===== config.mk =====
export PLATFORM = sky130hd
export DESIGN_NAME = matrix_keypad_debounce_repeat_core_flat
export DESIGN_NICKNAME = d
export VERILOG_FILES = /design/src/mkdr_pkg.sv /design/src/mkdr_if.sv /design/src/mkdr_decode.sv /design/src/mkdr_qualify.sv /design/src/matrix_keypad_debounce_repeat_core.sv /design/src/flat_wrapper.sv
export SDC_FILE = /design/constraint.sdc
export NUM_CORES = 1
export LEC_CHECK = 0
export BUFFER_PORTS_ARGS = -buffer_cell sky130_fd_sc_hd__buf_2
export CAP_MARGIN = 40
export CORE_ASPECT_RATIO = 2
export CORE_MARGIN = 4
export CORE_UTILIZATION = 58
export DETAILED_ROUTE_END_ITERATION = 6
export HOLD_SLACK_MARGIN = 0.05
export PLACE_DENSITY = 0.8
export SYNTH_ARGS = -nofsm -noshare
export SYNTH_HDL_FRONTEND = slang
export SYNTH_SLANG_ARGS = --single-unit

===== constraint.sdc =====
create_clock -name clock -period 2.65 [get_ports clock]
set_input_delay 0.53 -clock clock [delete_from_list [all_inputs] [get_ports clock]]
set_output_delay 0.53 -clock clock [all_outputs]
set_load 0.01 [all_outputs]

===== src/mkdr_pkg.sv =====
// shared types and constants for the keypad debounce and repeat qualifier
// no dependencies
package mkdr_pkg;

   localparam int FUNC_W    = 2;
   localparam int SAMPLE_W  = 6;
   localparam int KEY_W     = 4;
   localparam int COUNT_W   = 8;
   localparam int CSR_IDX_W = 1;

   localparam logic [COUNT_W-1:0] DEBOUNCE_RELOAD_RST = 8'd2;
   localparam logic [COUNT_W-1:0] SPEED_RELOAD_RST    = 8'd5;

   typedef enum logic [FUNC_W-1:0] {
      FUNC_POLL      = 2'd0,
      FUNC_FAST_TICK = 2'd1,
      FUNC_SLOW_TICK = 2'd2
   } func_type;

   typedef enum logic [KEY_W-1:0] {
      KEY_NONE    = 4'd0,
      KEY_CONFIG  = 4'd1,
      KEY_BAND    = 4'd2,
      KEY_SCAN    = 4'd3,
      KEY_UP      = 4'd4,
      KEY_MODE    = 4'd5,
      KEY_DOWN    = 4'd6,
      KEY_UP_DOWN = 4'd7,
      KEY_FAST_UP = 4'd8,
      KEY_FAST_DN = 4'd9
   } key_code_type;

   typedef enum logic [CSR_IDX_W-1:0] {
      CSR_DEBOUNCE_RELOAD = 1'b0,
      CSR_SPEED_RELOAD    = 1'b1
   } csr_index_type;

   typedef struct packed {
      func_type     func;
      key_code_type first_key;
      key_code_type second_key;
   } step_type;

   typedef struct packed {
      key_code_type key_code;
      logic         click;
   } result_type;

endpackage


===== src/mkdr_if.sv =====
// handshake channel interfaces: poll/tick requests, results, register writes
// depends on mkdr_pkg
interface mkdr_req_if;
   logic                         valid;
   logic                         ready;
   logic [mkdr_pkg::FUNC_W-1:0]   func;
   logic [mkdr_pkg::SAMPLE_W-1:0] first_sample;
   logic [mkdr_pkg::SAMPLE_W-1:0] second_sample;

   modport source (output valid, func, first_sample, second_sample, input ready);
   modport sink   (input valid, func, first_sample, second_sample, output ready);
endinterface

interface mkdr_rsp_if;
   logic                       valid;
   logic                       ready;
   logic [mkdr_pkg::KEY_W-1:0] key_code;
   logic                       click;

   modport source (output valid, key_code, click, input ready);
   modport sink   (input valid, key_code, click, output ready);
endinterface

interface mkdr_csr_if;
   logic                           valid;
   logic                           ready;
   logic [mkdr_pkg::CSR_IDX_W-1:0] index;
   logic [mkdr_pkg::COUNT_W-1:0]   data;

   modport source (output valid, index, data, input ready);
   modport sink   (input valid, index, data, output ready);
endinterface


===== src/mkdr_decode.sv =====
// decodes one 6-bit matrix sample to a key code, last key in scan order wins, but up with down (no mode) gives up-down
// depends on mkdr_pkg
module mkdr_decode (
   input  logic [mkdr_pkg::SAMPLE_W-1:0] sample,
   output mkdr_pkg::key_code_type        key
);

   always_comb begin
      key = mkdr_pkg::KEY_NONE;
      if (sample[0]) key = mkdr_pkg::KEY_CONFIG;
      if (sample[1]) key = mkdr_pkg::KEY_BAND;
      if (sample[2]) key = mkdr_pkg::KEY_SCAN;
      if (sample[3]) key = mkdr_pkg::KEY_UP;
      if (sample[4]) key = mkdr_pkg::KEY_MODE;
      if (sample[5]) begin
         key = (key == mkdr_pkg::KEY_UP) ? mkdr_pkg::KEY_UP_DOWN : mkdr_pkg::KEY_DOWN;
      end
   end

endmodule


===== src/mkdr_qualify.sv =====
// debounce and hold-to-repeat state, reload registers and the per-beat update
// depends on mkdr_pkg
module mkdr_qualify (
   input  logic                           clock,
   input  logic                           reset,
   input  logic                           csr_write,
   input  logic [mkdr_pkg::CSR_IDX_W-1:0] csr_index,
   input  logic [mkdr_pkg::COUNT_W-1:0]   csr_data,
   input  logic                           step_valid,
   input  mkdr_pkg::step_type             step,
   output mkdr_pkg::result_type           result
);

   logic [mkdr_pkg::COUNT_W-1:0] debounce_reload_ff;
   logic [mkdr_pkg::COUNT_W-1:0] speed_reload_ff;
   logic [mkdr_pkg::COUNT_W-1:0] debounce_count_ff, debounce_count_in;
   logic [mkdr_pkg::COUNT_W-1:0] speed_count_ff, speed_count_in;
   mkdr_pkg::key_code_type       held_key_ff, held_key_in;
   mkdr_pkg::key_code_type       matched;

   always_comb begin
      debounce_count_in = debounce_count_ff;
      speed_count_in    = speed_count_ff;
      held_key_in       = held_key_ff;
      result.key_code   = mkdr_pkg::KEY_NONE;
      result.click      = 1'b0;
      matched = (step.first_key == step.second_key) ? step.first_key : mkdr_pkg::KEY_NONE;
      case (step.func)
         mkdr_pkg::FUNC_FAST_TICK: begin
            if (debounce_count_ff != '0) debounce_count_in = debounce_count_ff - 8'd1;
         end
         mkdr_pkg::FUNC_SLOW_TICK: begin
            if (speed_count_ff != '0) speed_count_in = speed_count_ff - 8'd1;
         end
         mkdr_pkg::FUNC_POLL: begin
            if (debounce_count_ff == '0) begin
               result.key_code = matched;
               if (matched != mkdr_pkg::KEY_NONE) begin
                  result.click      = 1'b1;
                  debounce_count_in = debounce_reload_ff;
                  if (matched == held_key_ff) begin
                     // repeat codes skip debounce
                     if (speed_count_ff == '0 && matched == mkdr_pkg::KEY_UP) begin
                        debounce_count_in = '0;
                        result.key_code   = mkdr_pkg::KEY_FAST_UP;
                     end else if (speed_count_ff == '0 && matched == mkdr_pkg::KEY_DOWN) begin
                        debounce_count_in = '0;
                        result.key_code   = mkdr_pkg::KEY_FAST_DN;
                     end
                  end else begin
                     speed_count_in = speed_reload_ff;
                     held_key_in    = matched;
                  end
               end else begin
                  held_key_in = mkdr_pkg::KEY_NONE;
               end
            end
         end
         default: ;
      endcase
   end

   always_ff @(posedge clock) begin
      if (reset) begin
         debounce_reload_ff <= mkdr_pkg::DEBOUNCE_RELOAD_RST;
         speed_reload_ff    <= mkdr_pkg::SPEED_RELOAD_RST;
         debounce_count_ff  <= '0;
         speed_count_ff     <= '0;
         held_key_ff        <= mkdr_pkg::KEY_NONE;
      end else begin
         if (csr_write) begin
            case (mkdr_pkg::csr_index_type'(csr_index))
               mkdr_pkg::CSR_DEBOUNCE_RELOAD: debounce_reload_ff <= csr_data;
               mkdr_pkg::CSR_SPEED_RELOAD:    speed_reload_ff    <= csr_data;
               default: ;
            endcase
         end
         if (step_valid) begin
            debounce_count_ff <= debounce_count_in;
            speed_count_ff    <= speed_count_in;
            held_key_ff       <= held_key_in;
         end
      end
   end

endmodule


===== src/matrix_keypad_debounce_repeat_core.sv =====
// keypad debounce and repeat qualifier top: input register, decode, result register
// depends on mkdr_pkg, mkdr_if, mkdr_decode, mkdr_qualify
// beats go through both registers; one beat per cycle while rsp_bus.ready holds
// while a result waits to be taken, a full input register holds and stalls requests
// reset clears both counters, the held key and pending beats; reloads go to 2 and 5
module matrix_keypad_debounce_repeat_core (
   input  logic       clock,
   input  logic       reset,
   mkdr_req_if.sink   req_bus,
   mkdr_rsp_if.source rsp_bus,
   mkdr_csr_if.sink   csr_bus
);

   logic                          s1_valid_ff, s1_valid_in;
   logic [mkdr_pkg::FUNC_W-1:0]   s1_func_ff;
   logic [mkdr_pkg::SAMPLE_W-1:0] s1_first_ff;
   logic [mkdr_pkg::SAMPLE_W-1:0] s1_second_ff;
   logic                          rsp_valid_ff, rsp_valid_in;
   mkdr_pkg::result_type          rsp_result_ff;
   mkdr_pkg::result_type          result;
   mkdr_pkg::step_type            step;
   logic                          req_take;
   logic                          advance;

   assign advance       = s1_valid_ff && (!rsp_valid_ff || rsp_bus.ready);
   assign req_bus.ready = !s1_valid_ff || advance;
   assign req_take      = req_bus.valid && req_bus.ready;
   assign s1_valid_in   = req_take || (s1_valid_ff && !advance);
   assign rsp_valid_in  = advance || (rsp_valid_ff && !rsp_bus.ready);
   assign csr_bus.ready = 1'b1;

   assign step.func = mkdr_pkg::func_type'(s1_func_ff);

   mkdr_decode u_decode_first (
      .sample (s1_first_ff),
      .key    (step.first_key)
   );

   mkdr_decode u_decode_second (
      .sample (s1_second_ff),
      .key    (step.second_key)
   );

   mkdr_qualify u_qualify (
      .clock      (clock),
      .reset      (reset),
      .csr_write  (csr_bus.valid && csr_bus.ready),
      .csr_index  (csr_bus.index),
      .csr_data   (csr_bus.data),
      .step_valid (advance),
      .step       (step),
      .result     (result)
   );

   always_ff @(posedge clock) begin
      if (reset) begin
         s1_valid_ff  <= 1'b0;
         rsp_valid_ff <= 1'b0;
      end else begin
         s1_valid_ff  <= s1_valid_in;
         rsp_valid_ff <= rsp_valid_in;
      end
      if (req_take) begin
         s1_func_ff   <= req_bus.func;
         s1_first_ff  <= req_bus.first_sample;
         s1_second_ff <= req_bus.second_sample;
      end
      if (advance) rsp_result_ff <= result;
   end

   assign rsp_bus.valid    = rsp_valid_ff;
   assign rsp_bus.key_code = rsp_result_ff.key_code;
   assign rsp_bus.click    = rsp_result_ff.click;

endmodule


===== src/flat_wrapper.sv =====
// flat-port wrapper written by rule: the top's interface ports become plain ports
module matrix_keypad_debounce_repeat_core_flat 
  (clock, reset, req_bus_valid, req_bus_func, req_bus_first_sample, req_bus_second_sample, req_bus_ready, rsp_bus_valid, rsp_bus_key_code, rsp_bus_click, rsp_bus_ready, csr_bus_valid, csr_bus_index, csr_bus_data, csr_bus_ready);
  mkdr_req_if req_bus_i ();
  mkdr_rsp_if rsp_bus_i ();
  mkdr_csr_if csr_bus_i ();
  input  logic clock;
  input  logic reset;
  input wire logic [$bits(req_bus_i.valid)-1:0] req_bus_valid;
  input wire logic [$bits(req_bus_i.func)-1:0] req_bus_func;
  input wire logic [$bits(req_bus_i.first_sample)-1:0] req_bus_first_sample;
  input wire logic [$bits(req_bus_i.second_sample)-1:0] req_bus_second_sample;
  output wire logic [$bits(req_bus_i.ready)-1:0] req_bus_ready;
  output wire logic [$bits(rsp_bus_i.valid)-1:0] rsp_bus_valid;
  output wire logic [$bits(rsp_bus_i.key_code)-1:0] rsp_bus_key_code;
  output wire logic [$bits(rsp_bus_i.click)-1:0] rsp_bus_click;
  input wire logic [$bits(rsp_bus_i.ready)-1:0] rsp_bus_ready;
  input wire logic [$bits(csr_bus_i.valid)-1:0] csr_bus_valid;
  input wire logic [$bits(csr_bus_i.index)-1:0] csr_bus_index;
  input wire logic [$bits(csr_bus_i.data)-1:0] csr_bus_data;
  output wire logic [$bits(csr_bus_i.ready)-1:0] csr_bus_ready;
  assign req_bus_i.valid = req_bus_valid;
  assign req_bus_i.func = req_bus_func;
  assign req_bus_i.first_sample = req_bus_first_sample;
  assign req_bus_i.second_sample = req_bus_second_sample;
  assign req_bus_ready = req_bus_i.ready;
  assign rsp_bus_valid = rsp_bus_i.valid;
  assign rsp_bus_key_code = rsp_bus_i.key_code;
  assign rsp_bus_click = rsp_bus_i.click;
  assign rsp_bus_i.ready = rsp_bus_ready;
  assign csr_bus_i.valid = csr_bus_valid;
  assign csr_bus_i.index = csr_bus_index;
  assign csr_bus_i.data = csr_bus_data;
  assign csr_bus_ready = csr_bus_i.ready;
  matrix_keypad_debounce_repeat_core u_core (.clock(clock), .reset(reset), .req_bus(req_bus_i), .rsp_bus(rsp_bus_i), .csr_bus(csr_bus_i));
endmodule

==> results.cfg, run 1 <==
[worst_setup_path]
critPathLaunchType = flip-flop
end_kind = flip-flop
cp_slowest_stage_delay_ns = 0.44
crit_type = reg -> reg
path_cells = nor2b_1 -> a211o_1 -> and2_1 -> o211ai_1 -> nand3_2 -> o21ba_2 -> o21ai_0 -> o41ai_1
crit_fanout = 8
crit_required_ns = 2.81
slowest_stage = edfxtp_1
cp.arrival_ns = 2.69

[die]
start_util_pct = 60.2
rows = 36
die_h_um = 108
core-area_mm2 = 0.00486
dieArea_mm2 = 0.00632
num_io_pins = 36
fp.dieW_um = 58.2

[outcome]
status = complete, no violations

[global_routing]
grt_pass1_wl_um = 10700
overflow = 0
grt_max_degree = 44
track_usage_pct = 22.1
antenna_found_initial = 0
grt_pass1_vias = 2361

[hold_path]
hold_path.class = in -> reg

[logic_synthesis]
synth_edf_count = 19
synthArstFlopShare_pct = 0
synth.avg_cell_area_um2 = 8.93
postSynthCellCount = 328
synth_cell_types = 54
ys_ff_latch = 56
seq_area_frac_synth_pct = 44.8
netlist_area_mm2 = 0.00293
ys.warnings.count = 0
synth_nets = 360
yosys_most_used_dff = dfxtp_1

[timing]
whs_ns = 0.395
setup_viol = 0
tightest_slew_ns = 0.736
fin_crit_ns = 2.53
max_clock_freq_mhz = 395
slew_violations = 0
max-slew-margin-rel_pct = 50.9
hold_viol = 0
finClkSkew_ns = 0.00980
rsz0062_at_grt = yes
period_share_pct = 95.5

[routing]
drc = 0
first_pass_iters = 4
vias = 2470
drt_iter0_markers = 61
drtAntennaViolNets = 0
via_per_inst = 5.92
wirelength_um = 6630
routedWlPerCell_um = 15.9

[cells_and_area]
diodes = 0
fin_cells = 417
final_common_cell = nand2_1
layout.nets = 392
drive_above_1_share_pct = 18.9
final_cell_mix = nand2_1, dfxtp_1, buf_2
area_delta_synth_final_pct = 11.5
fin_util_pct = 67.1

[pwr]
power.density_mw_per_mm2 = 523
power_switching_mw = 0.462
p_sw_share_pct = 27.1
combPwrFrac_pct = 18.6
ir_drop_mv = 0.480
seqPwrFrac_pct = 56.1
leakage_nw = 1.29
power.internal_mw = 1.24
p_clk_share_pct = 25.2
power_mw = 1.71

[clock_tree]
clk_path_buf_depth = 2
cts_buffers = 5
clk_pin_slew_ns = 0.09
h-tree-depth = 2
worstSkewPairLatency_ns = 0.30
cts_tree = built
cts_sinks = 56
cts_hold_buf = 0
cts-root-buf = clkbuf_8

[run]
maxCapViolCount = 0

[placement]
place.gp.congestion = 0.913
dp_cells = 410
port_buffers = 34
hpwl_um = 5060
## stage by stage
stage	TNS (ns)	cell area, um2	setup slack (ns)
finish	0	3260	0.119
global route	-0.0392	3260	-0.0192
CTS	0	3230	0.0138
detailed placement	0	3150	0.0305
global placement	0	3150	0.0825
floorplan	0	2930	0.349
## what timing repair did
| action | in CTS | in global routing |
|---|---|---|
| setup endpoints to repair | 0 | 13 |
| buffers inserted | 0 | 0 |
| resized for setup | 0 | 9 |
| hold endpoints to repair | 0 | 0 |
## critical path: cells and delay by family, from the launching register on
kind | cells | cell delay [ns]
AOI/OAI and AO/OA | 5 | 1.33
DFF | 1 | 0.44
and+or+nand+nor | 3 | 0.62
## sequential cells by signal, summed over array words and instances, names as in the netlist
signal	flops
u_core.u_qualify.debounce_count_ff	8
u_core.rsp_bus.click	1
u_core.u_qualify.debounce_reload_ff	8
u_core.s1_valid_ff	1
u_core.u_qualify.held_key_ff	3
u_core.rsp_bus.key_code	4
u_core.s1_func_ff	2
u_core.u_qualify.speed_reload_ff	8
u_core.u_qualify.speed_count_ff	8
u_core.rsp_bus.valid	1
u_core.s1_first_ff	6
u_core.s1_second_ff	6
## layer usage
layer,part of all wire (%),track usage [%],wire length (um),vias up
li1,-,-,-,1220
met1,35,21.4,2320,1162
met2,58,44.0,3830,68
met3,4.1,2.99,275,20
met4,3.2,9.29,213,0
met5,0,0,0,-
## kinds of logic after synthesis
| logic type | count (synthesis) | synth area share (%) |
|---|---|---|
| and+or+nand+nor | 157 | 27.8 |
| AOI/OAI and AO/OA | 65 | 15.2 |
| DFF | 56 | 44.8 |
| buffers and inverters | 22 | 2.99 |
| xor gates and xnor gates | 17 | 5.34 |
| muxes | 6 | 2.05 |
| adders and majority gates | 4 | 1.71 |
| other | 1 | 0.128 |
## power groups by stage
| stage | Combinational (mW) | Sequential, mW | Clock (mW) |
|---|---|---|---|
| final | 0.318 | 0.958 | 0.430 |
| after global routing | 0.352 | 0.962 | 0.469 |
| after CTS | 0.307 | 0.956 | 0.440 |
| after detailed placement | 0.305 | 0.976 | 0 |
| after global placement | 0.301 | 0.975 | 0 |
| after floorplan | 0.224 | 0.969 | 0 |
## cell type report
cell class                      count  area (um2)
Timing Repair Buffer               39         208
Fill cell                         446        1600
Inverter                            8        30.0
Multi-Input combinational cell    250        1570
Sequential cell                    56        1310
Clock buffer                        7        76.3
Tap cell                           57        71.3
## Yosys cell counts (3+ instances only)
library cell / n / area [um2]
clkbuf_1: 10 / 37.5
dfxtp_1: 37 / 741
a211oi_1: 5 / 37.5
a21oi_1: 24 / 120
o211ai_1: 3 / 22.5
ha_1: 4 / 50.1
edfxtp_1: 19 / 571
o21ai_0: 12 / 60.1
xnor2_1: 10 / 87.6
and3_1: 4 / 25.0
nor2b_1: 5 / 31.3
xor2_1: 6 / 52.6
nand2_1: 50 / 188
nor2_1: 34 / 128
nor3_1: 14 / 70.1
inv_1: 8 / 30.0
nand2b_1: 8 / 50.1
nand3_1: 9 / 45.0
nand3b_1: 7 / 52.6
mux2i_1: 6 / 60.1
nand4_1: 5 / 31.3
or2_2: 5 / 31.3
a211o_1: 5 / 43.8
and2_1: 3 / 18.8
## final timing paths
check	slack (ns)	start	depth (start not counted)	endpoint
worst max-delay path	0.12	u_core.s1_first_ff[3]$_DFFE_PP_	8	u_core.u_qualify.debounce_count_ff[2]$_SDFFE_PP0P_
worst min-delay path	0.39	req_bus_first_sample[3]	1	u_core.s1_first_ff[3]$_DFFE_PP_
worst max register to register	0.12	u_core.s1_first_ff[3]$_DFFE_PP_	8	u_core.u_qualify.debounce_count_ff[2]$_SDFFE_PP0P_
worst min register to register	0.45	u_core.u_qualify.debounce_reload_ff[2]$_SDFFE_PP0P_	2	u_core.u_qualify.debounce_reload_ff[2]$_SDFFE_PP0P_
Power figures use the tool's default switching activity.
==> inputs of run 2 (changes only) <==
- ABC_AREA: unset -> 1
- PLACE_DENSITY: 0.8 -> 0.79
==> run 2 against run 1 <==
Compared with the run above:
- synthesized cell count rose by 28%
- core utilization fell by 1.8 points
- cell count rose by 23%
- non-clock buffer count fell by 1
- highest routed layer unchanged
- first-iteration DRC count rose by 26%
- sequential cell count did not move
- routed wire length rose by 0.99%
- area after synthesis rose by 5.2%
- combinational power rose by 21%
- critical path type unchanged
==> results.cfg, run 2 <==
[logic_synthesis]
synthMostInstantiatedCell = nand2_1
yosys_most_used_dff = dfxtp_1
postSynthCellCount = 420
ys_ff_latch = 56
synth.avg_cell_area_um2 = 7.33
seq_area_frac_synth_pct = 42.6
synth_top_cell_area_share_pct = 24.0
synthArstFlopShare_pct = 0
synth_cell_types = 37
ys.warnings.count = 0
yosys.area.top_type = dfxtp_1
synth_common_cells = nand2_1, nor2_1, inv_1, a21oi_1, dfxtp_1
synth_nets = 452
netlist_area_mm2 = 0.00308
synth_edf_count = 19
synthTopCellsByArea = dfxtp_1, edfxtp_1, nand2_1

[pwr]
power_mw = 1.80
power.density_mw_per_mm2 = 536
power.internal_mw = 1.25
p_sw_share_pct = 30.2
seqPwrFrac_pct = 53.5
power_switching_mw = 0.543
p_clk_share_pct = 25.1
ir_drop_mv = 0.529
combPwrFrac_pct = 21.4
leakage_nw = 1.59

[clock_tree]
worstSkewPairLatency_ns = 0.31
clk_pin_slew_ns = 0.09
cts_setup_buffers = 0
cts_sinks = 56
cts-resized-gates = 0
clk_path_buf_depth = 2
cts_hold_buf = 0
cts-root-buf = clkbuf_8
h-tree-depth = 2
cts_buffers = 5
cts_tree = built

[routing]
first_pass_iters = 4
drc = 0
routedWlPerCell_um = 13.1
vias = 2723
wirelength_um = 6700
via_per_inst = 5.33
drtAntennaViolNets = 0
drt_iter0_markers = 77

[die]
rows = 37
fp.dieW_um = 59.5
num_io_pins = 36
die_h_um = 111
core-area_mm2 = 0.00514
start_util_pct = 59.9
dieArea_mm2 = 0.00661

[cells_and_area]
fin_cells = 511
final_common_cell = nand2_1
layout.nets = 484
final_cell_mix = nand2_1, nor2_1, inv_1
drive_above_1_share_pct = 15.7
fin_util_pct = 65.3
area_delta_synth_final_pct = 8.94
diodes = 0

[timing]
rsz0062_at_grt = no
slew_violations = 0
period_share_pct = 93.0
fin_tns_setup_ns = 0
setup_viol = 0
tightest_slew_ns = 0.679
finClkSkew_ns = 0.00810
hold_viol = 0
max_clock_freq_mhz = 406
fin_crit_ns = 2.46
max-slew-margin-rel_pct = 54.7

[global_routing]
grt_pass1_vias = 2780
track_usage_pct = 22.5
overflow = 0
grt_max_degree = 25
antenna_found_initial = 0
grt_pass1_wl_um = 11700

[placement]
port_buffers = 34
place.gp.congestion = 0.907
dp_cells = 503
hpwl_um = 5270

[worst_setup_path]
crit_start = u_core.s1_first_ff[3]$_DFFE_PP_
critPathTopFamily = simple AND/OR/NAND/NOR gates
slowest_stage = edfxtp_1
cp.arrival_ns = 2.53
timing.critical_path.buf_inv = 0
crit_top_cell = nand2_1
cp_slowest_stage_delay_ns = 0.47
r2r-start = u_core.s1_first_ff[3]$_DFFE_PP_
crit_required_ns = 2.72
critPathLaunchType = flip-flop
crit_fanout = 11
end_kind = flip-flop
crit_type = reg -> reg
path_cells = nor2_4 -> nand2_4 -> nand2_2 -> nand2_2 -> nor2_1 -> nand4_1 -> nand2_1 -> nand2_1 -> nor2_4 -> nand3_1 -> nand2_1 -> nor3_1

[outcome]
status = complete, no violations

[hold_path]
hold_path.class = in -> reg
hp-start = req_bus_second_sample[1]

[run]
maxCapViolCount = 0
## run 2: cell types whose count changed in the layout (fill, tap and decap cells not counted), moves of 8 or more
cell | before | now
nor2_1 | 33 | 62
nand2_1 | 50 | 83
a21oi_1 | 23 | 40
nand2b_1 | 8 | 0
xnor2_1 | 10 | 1
inv_1 | 8 | 57
nor3_1 | 14 | 4
nand3_1 | 8 | 32
nand2_2 | 0 | 8
o21ai_0 | 12 | 25
## run 2: worst paths after layout
path	endpoint	slack (ns)	cells past startpoint
setup / recovery	u_core.rsp_bus.key_code[1]$_SDFFCE_PN0P_	0.19	12
setup reg to reg	u_core.rsp_bus.key_code[1]$_SDFFCE_PN0P_	0.19	12
hold reg to reg	u_core.u_qualify.speed_reload_ff[7]$_SDFFE_PP0P_	0.46	2
hold / removal	u_core.s1_second_ff[1]$_DFFE_PP_	0.38	1
## run 2: cell families after synthesis
kind of cell	count (synthesis)	synth area share, %
adders and majority gates	4	1.62
and+or+nand+nor	210	31.6
AOI/OAI and AO/OA	73	13.2
DFF	56	42.6
xor gates and xnor gates	2	0.569
buffers and inverters	73	9.91
muxes	1	0.325
other	1	0.122
## run 2: cell type report
type,count,area (um2)
fillers,484,1780
clock buffers,6,72.6
repair buffers,38,200
well taps,58,72.6
flip-flops and latches,56,1310
inverters,60,225
clock inverters,2,10.0
multi-input cells,291,1460
## run 2: stage by stage
stage / hold slack, ns / instance area [um2] / setup slack, ns
finish: 0.383 / 3360 / 0.186
global route: 0.361 / 3360 / 0.0313
CTS: 0.372 / 3360 / 0.206
detailed placement: 0.447 / 3270 / 0.224
global placement: 0.439 / 3270 / 0.309
floorplan: 0.424 / 3080 / 0.626
## run 2: routing by layer
| layer | global-route usage, % | vias up | part of all wire [%] |
|---|---|---|---|
| li1 | - | 1407 | - |
| met1 | 22.2 | 1238 | 37 |
| met2 | 41.6 | 55 | 56 |
| met3 | 4.08 | 23 | 3.1 |
| met4 | 11.2 | 0 | 3.6 |
| met5 | 0 | - | 0 |
## run 2: power by group through the flow
stage / logic, mW / registers [mW] / clock network, mW
final: 0.384 / 0.962 / 0.451
after global routing: 0.439 / 0.967 / 0.506
after CTS: 0.385 / 0.962 / 0.469
after detailed placement: 0.383 / 0.981 / 0
after global placement: 0.371 / 0.979 / 0
after floorplan: 0.300 / 0.977 / 0
==> inputs of run 3 (changes only) <==
--- a/config.mk
+++ b/config.mk
@@ -12,4 +12,5 @@
 export CORE_MARGIN = 4
 export CORE_UTILIZATION = 58
+export CTS_CLUSTER_SIZE = 40
 export DETAILED_ROUTE_END_ITERATION = 6
 export HOLD_SLACK_MARGIN = 0.05
==> constraint.sdc (replaced) <==
create_clock -name clock -period 2.65 [get_ports clock]
set_input_delay 0.1325 -clock clock [delete_from_list [all_inputs] [get_ports clock]]
set_output_delay 0.1325 -clock clock [all_outputs]
set_load 0.01 [all_outputs]
==> run 3 against run 2 <==
Compared with the run above:
- total power up 1.5%
- clock skew increased by 0.0023 ns
- global-route usage grew 0.31 points
- register-to-register slack improved by 0.096 ns
- critical path depth unchanged
- sequential cell count is the same
- hold slack worse by 0.32 ns
- core utilization grew 3.5 points
- worst setup slack better by 0.096 ns
- die area unchanged
- combinational power is 7.0% higher
==> results.cfg, run 3 (same netlist as run 2, synthesis figures left out) <==
[outcome]
status = complete, no violations

[hold_path]
hold_end = u_core.s1_valid_ff$_SDFF_PP0_
hp-start = req_bus_valid
min_path_cells = 3
hold_path.class = in -> reg

[timing]
setup_slack_ns = 0.282
fin_tns_setup_ns = 0
period_share_pct = 89.4
rsz0062_at_grt = no
fin_crit_ns = 2.37
slew_violations = 0
finClkSkew_ns = 0.0104
max_clock_freq_mhz = 422
max-slew-margin-rel_pct = 47.6
setup_viol = 0
tightest_slew_ns = 0.786
hold_viol = 0

[cells_and_area]
final_common_cell = nand2_1
fillers = 437
regArea_mm2 = 0.00131
area_delta_synth_final_pct = 14.7
drive_above_1_share_pct = 15.1
layout.nets = 501
final_cell_mix = nand2_1, nor2_1, inv_1
multi_input_area_mm2 = 0.00147
diodes = 0

[run]
maxCapViolCount = 0

[worst_setup_path]
crit_cells = 12
path_cells = nor2_4 -> nand2_4 -> nand2_2 -> nand2_2 -> nor2_1 -> nand4_1 -> nand2_1 -> nand2_1 -> nor2_4 -> nand3_2 -> nand2_1 -> nor3_1
r2r-start = u_core.s1_first_ff[3]$_DFFE_PP_
slowest_stage = edfxtp_1
end_kind = flip-flop
critPathLaunchType = flip-flop
crit_top_cell = nand2_1
cp_slowest_stage_delay_ns = 0.48
crit_required_ns = 2.72
timing.critical_path.buf_inv = 0
reg2reg_to = u_core.rsp_bus.key_code[1]$_SDFFCE_PN0P_
reg2reg_depth = 12
crit_fanout = 11
critPathTopFamily = simple AND/OR/NAND/NOR gates
cp.arrival_ns = 2.44
rrSetupSlack_ns = 0.28
crit_type = reg -> reg

[routing]
drtAntennaViolNets = 0
drt_iter0_markers = 106
via_per_inst = 5.41
drc = 0
vias = 2856
first_pass_iters = 4
wirelength_um = 7060
routedWlPerCell_um = 13.4

[global_routing]
track_usage_pct = 22.8
overflow = 0
grt_pass1_wl_um = 11800
grt-busiest-layer = met2
grt_use_met1_pct = 22.4
antenna_found_initial = 0
grt_use_met2_pct = 41.6
grt_max_degree = 29
grt_pass1_vias = 2784
gr-usage-met3_pct = 3.96

[die]
rows = 37
core-area_mm2 = 0.00514
num_io_pins = 36
dieArea_mm2 = 0.00661
die_h_um = 111
fp.dieW_um = 59.5
start_util_pct = 59.9

[clock_tree]
worstSkewPairLatency_ns = 0.32
cts_tree = built
h-tree-depth = 2
cts_sinks = 56
cts-root-buf = clkbuf_8
cts_buffers = 5
clk_pin_slew_ns = 0.09
clk_path_buf_depth = 2

[pwr]
power.density_mw_per_mm2 = 517
leakage_nw = 1.66
ir_drop_mv = 0.550

[placement]
hpwl_um = 5170
dp_slack_ns = 0.266
port_buffers = 34
place.gp.congestion = 0.905
-- run 3: cell types whose count changed in the layout (fill, tap and decap cells not counted) --
cell / before / now
buf_4: 4 / 3
dlygate4sd3_1: 0 / 18
nand3_1: 32 / 31
nand3_2: 5 / 6
-- run 3: worst min-delay path, stage by stage --
cell     delay, ns
buf_2         0.11
inv_1         0.04
a21oi_1       0.05
-- run 3: through the flow --
step	instance area, um2	total power [mW]	hold slack, ns	util (%)	std cells
2_1_floorplan	3080	1.28	0.202	-	420
3_3_place_gp	3270	1.35	0.309	63.6	502
3_5_place_dp	3270	1.36	0.311	63.6	502
4_1_cts	3530	1.83	0.0557	68.7	528
5_1_grt	3530	1.93	0.0635	68.8	528
6_report	3530	1.83	0.0624	68.8	528
-- run 3: worst max path at each step --
stage	start	endpoint	slack, ns
final	u_core.s1_first_ff[3]$_DFFE_PP_	u_core.rsp_bus.key_code[1]$_SDFFCE_PN0P_	0.28
after detailed placement	u_core.s1_first_ff[3]$_DFFE_PP_	u_core.rsp_bus.key_code[1]$_SDFFCE_PN0P_	0.27
after global routing	u_core.s1_first_ff[3]$_DFFE_PP_	u_core.rsp_bus.key_code[1]$_SDFFCE_PN0P_	0.09
after floorplan	u_core.s1_first_ff[3]$_DFFE_PP_	u_core.rsp_bus.key_code[1]$_SDFFCE_PN0P_	0.63
after global placement	u_core.s1_first_ff[3]$_DFFE_PP_	u_core.rsp_bus.key_code[1]$_SDFFCE_PN0P_	0.31
after CTS	u_core.s1_first_ff[3]$_DFFE_PP_	u_core.rsp_bus.key_code[1]$_SDFFCE_PN0P_	0.23
-- run 3: area by class of cell --
type / instances / area share (%)
Clock buffer: 6 / 2.05
Clock inverter: 2 / 0.283
Inverter: 60 / 6.37
Multi-Input combinational cell: 291 / 41.6
Sequential cell: 56 / 37.1
Tap cell: 58 / 2.05
Timing Repair Buffer: 55 / 10.6
-- run 3: per-layer routing --
metal,share of wire [%],up-vias
met3,3.7,27
li1,-,1444
met1,37,1305
met5,0,-
met4,4.2,0
met2,55,80
-- run 3: timing repair --
item,in CTS,in global routing
setup endpoints to repair,0,2
endpoints found under the hold margin,19,0
buffers inserted,0,0
gates resized for setup,0,1
hold buffers,18,0
-- run 3: power breakdown --
part	internal, mW	switching [mW]
Combinational	0.151	0.260
Sequential	0.936	0.0261
Clock	0.185	0.268
Total	1.27	0.554
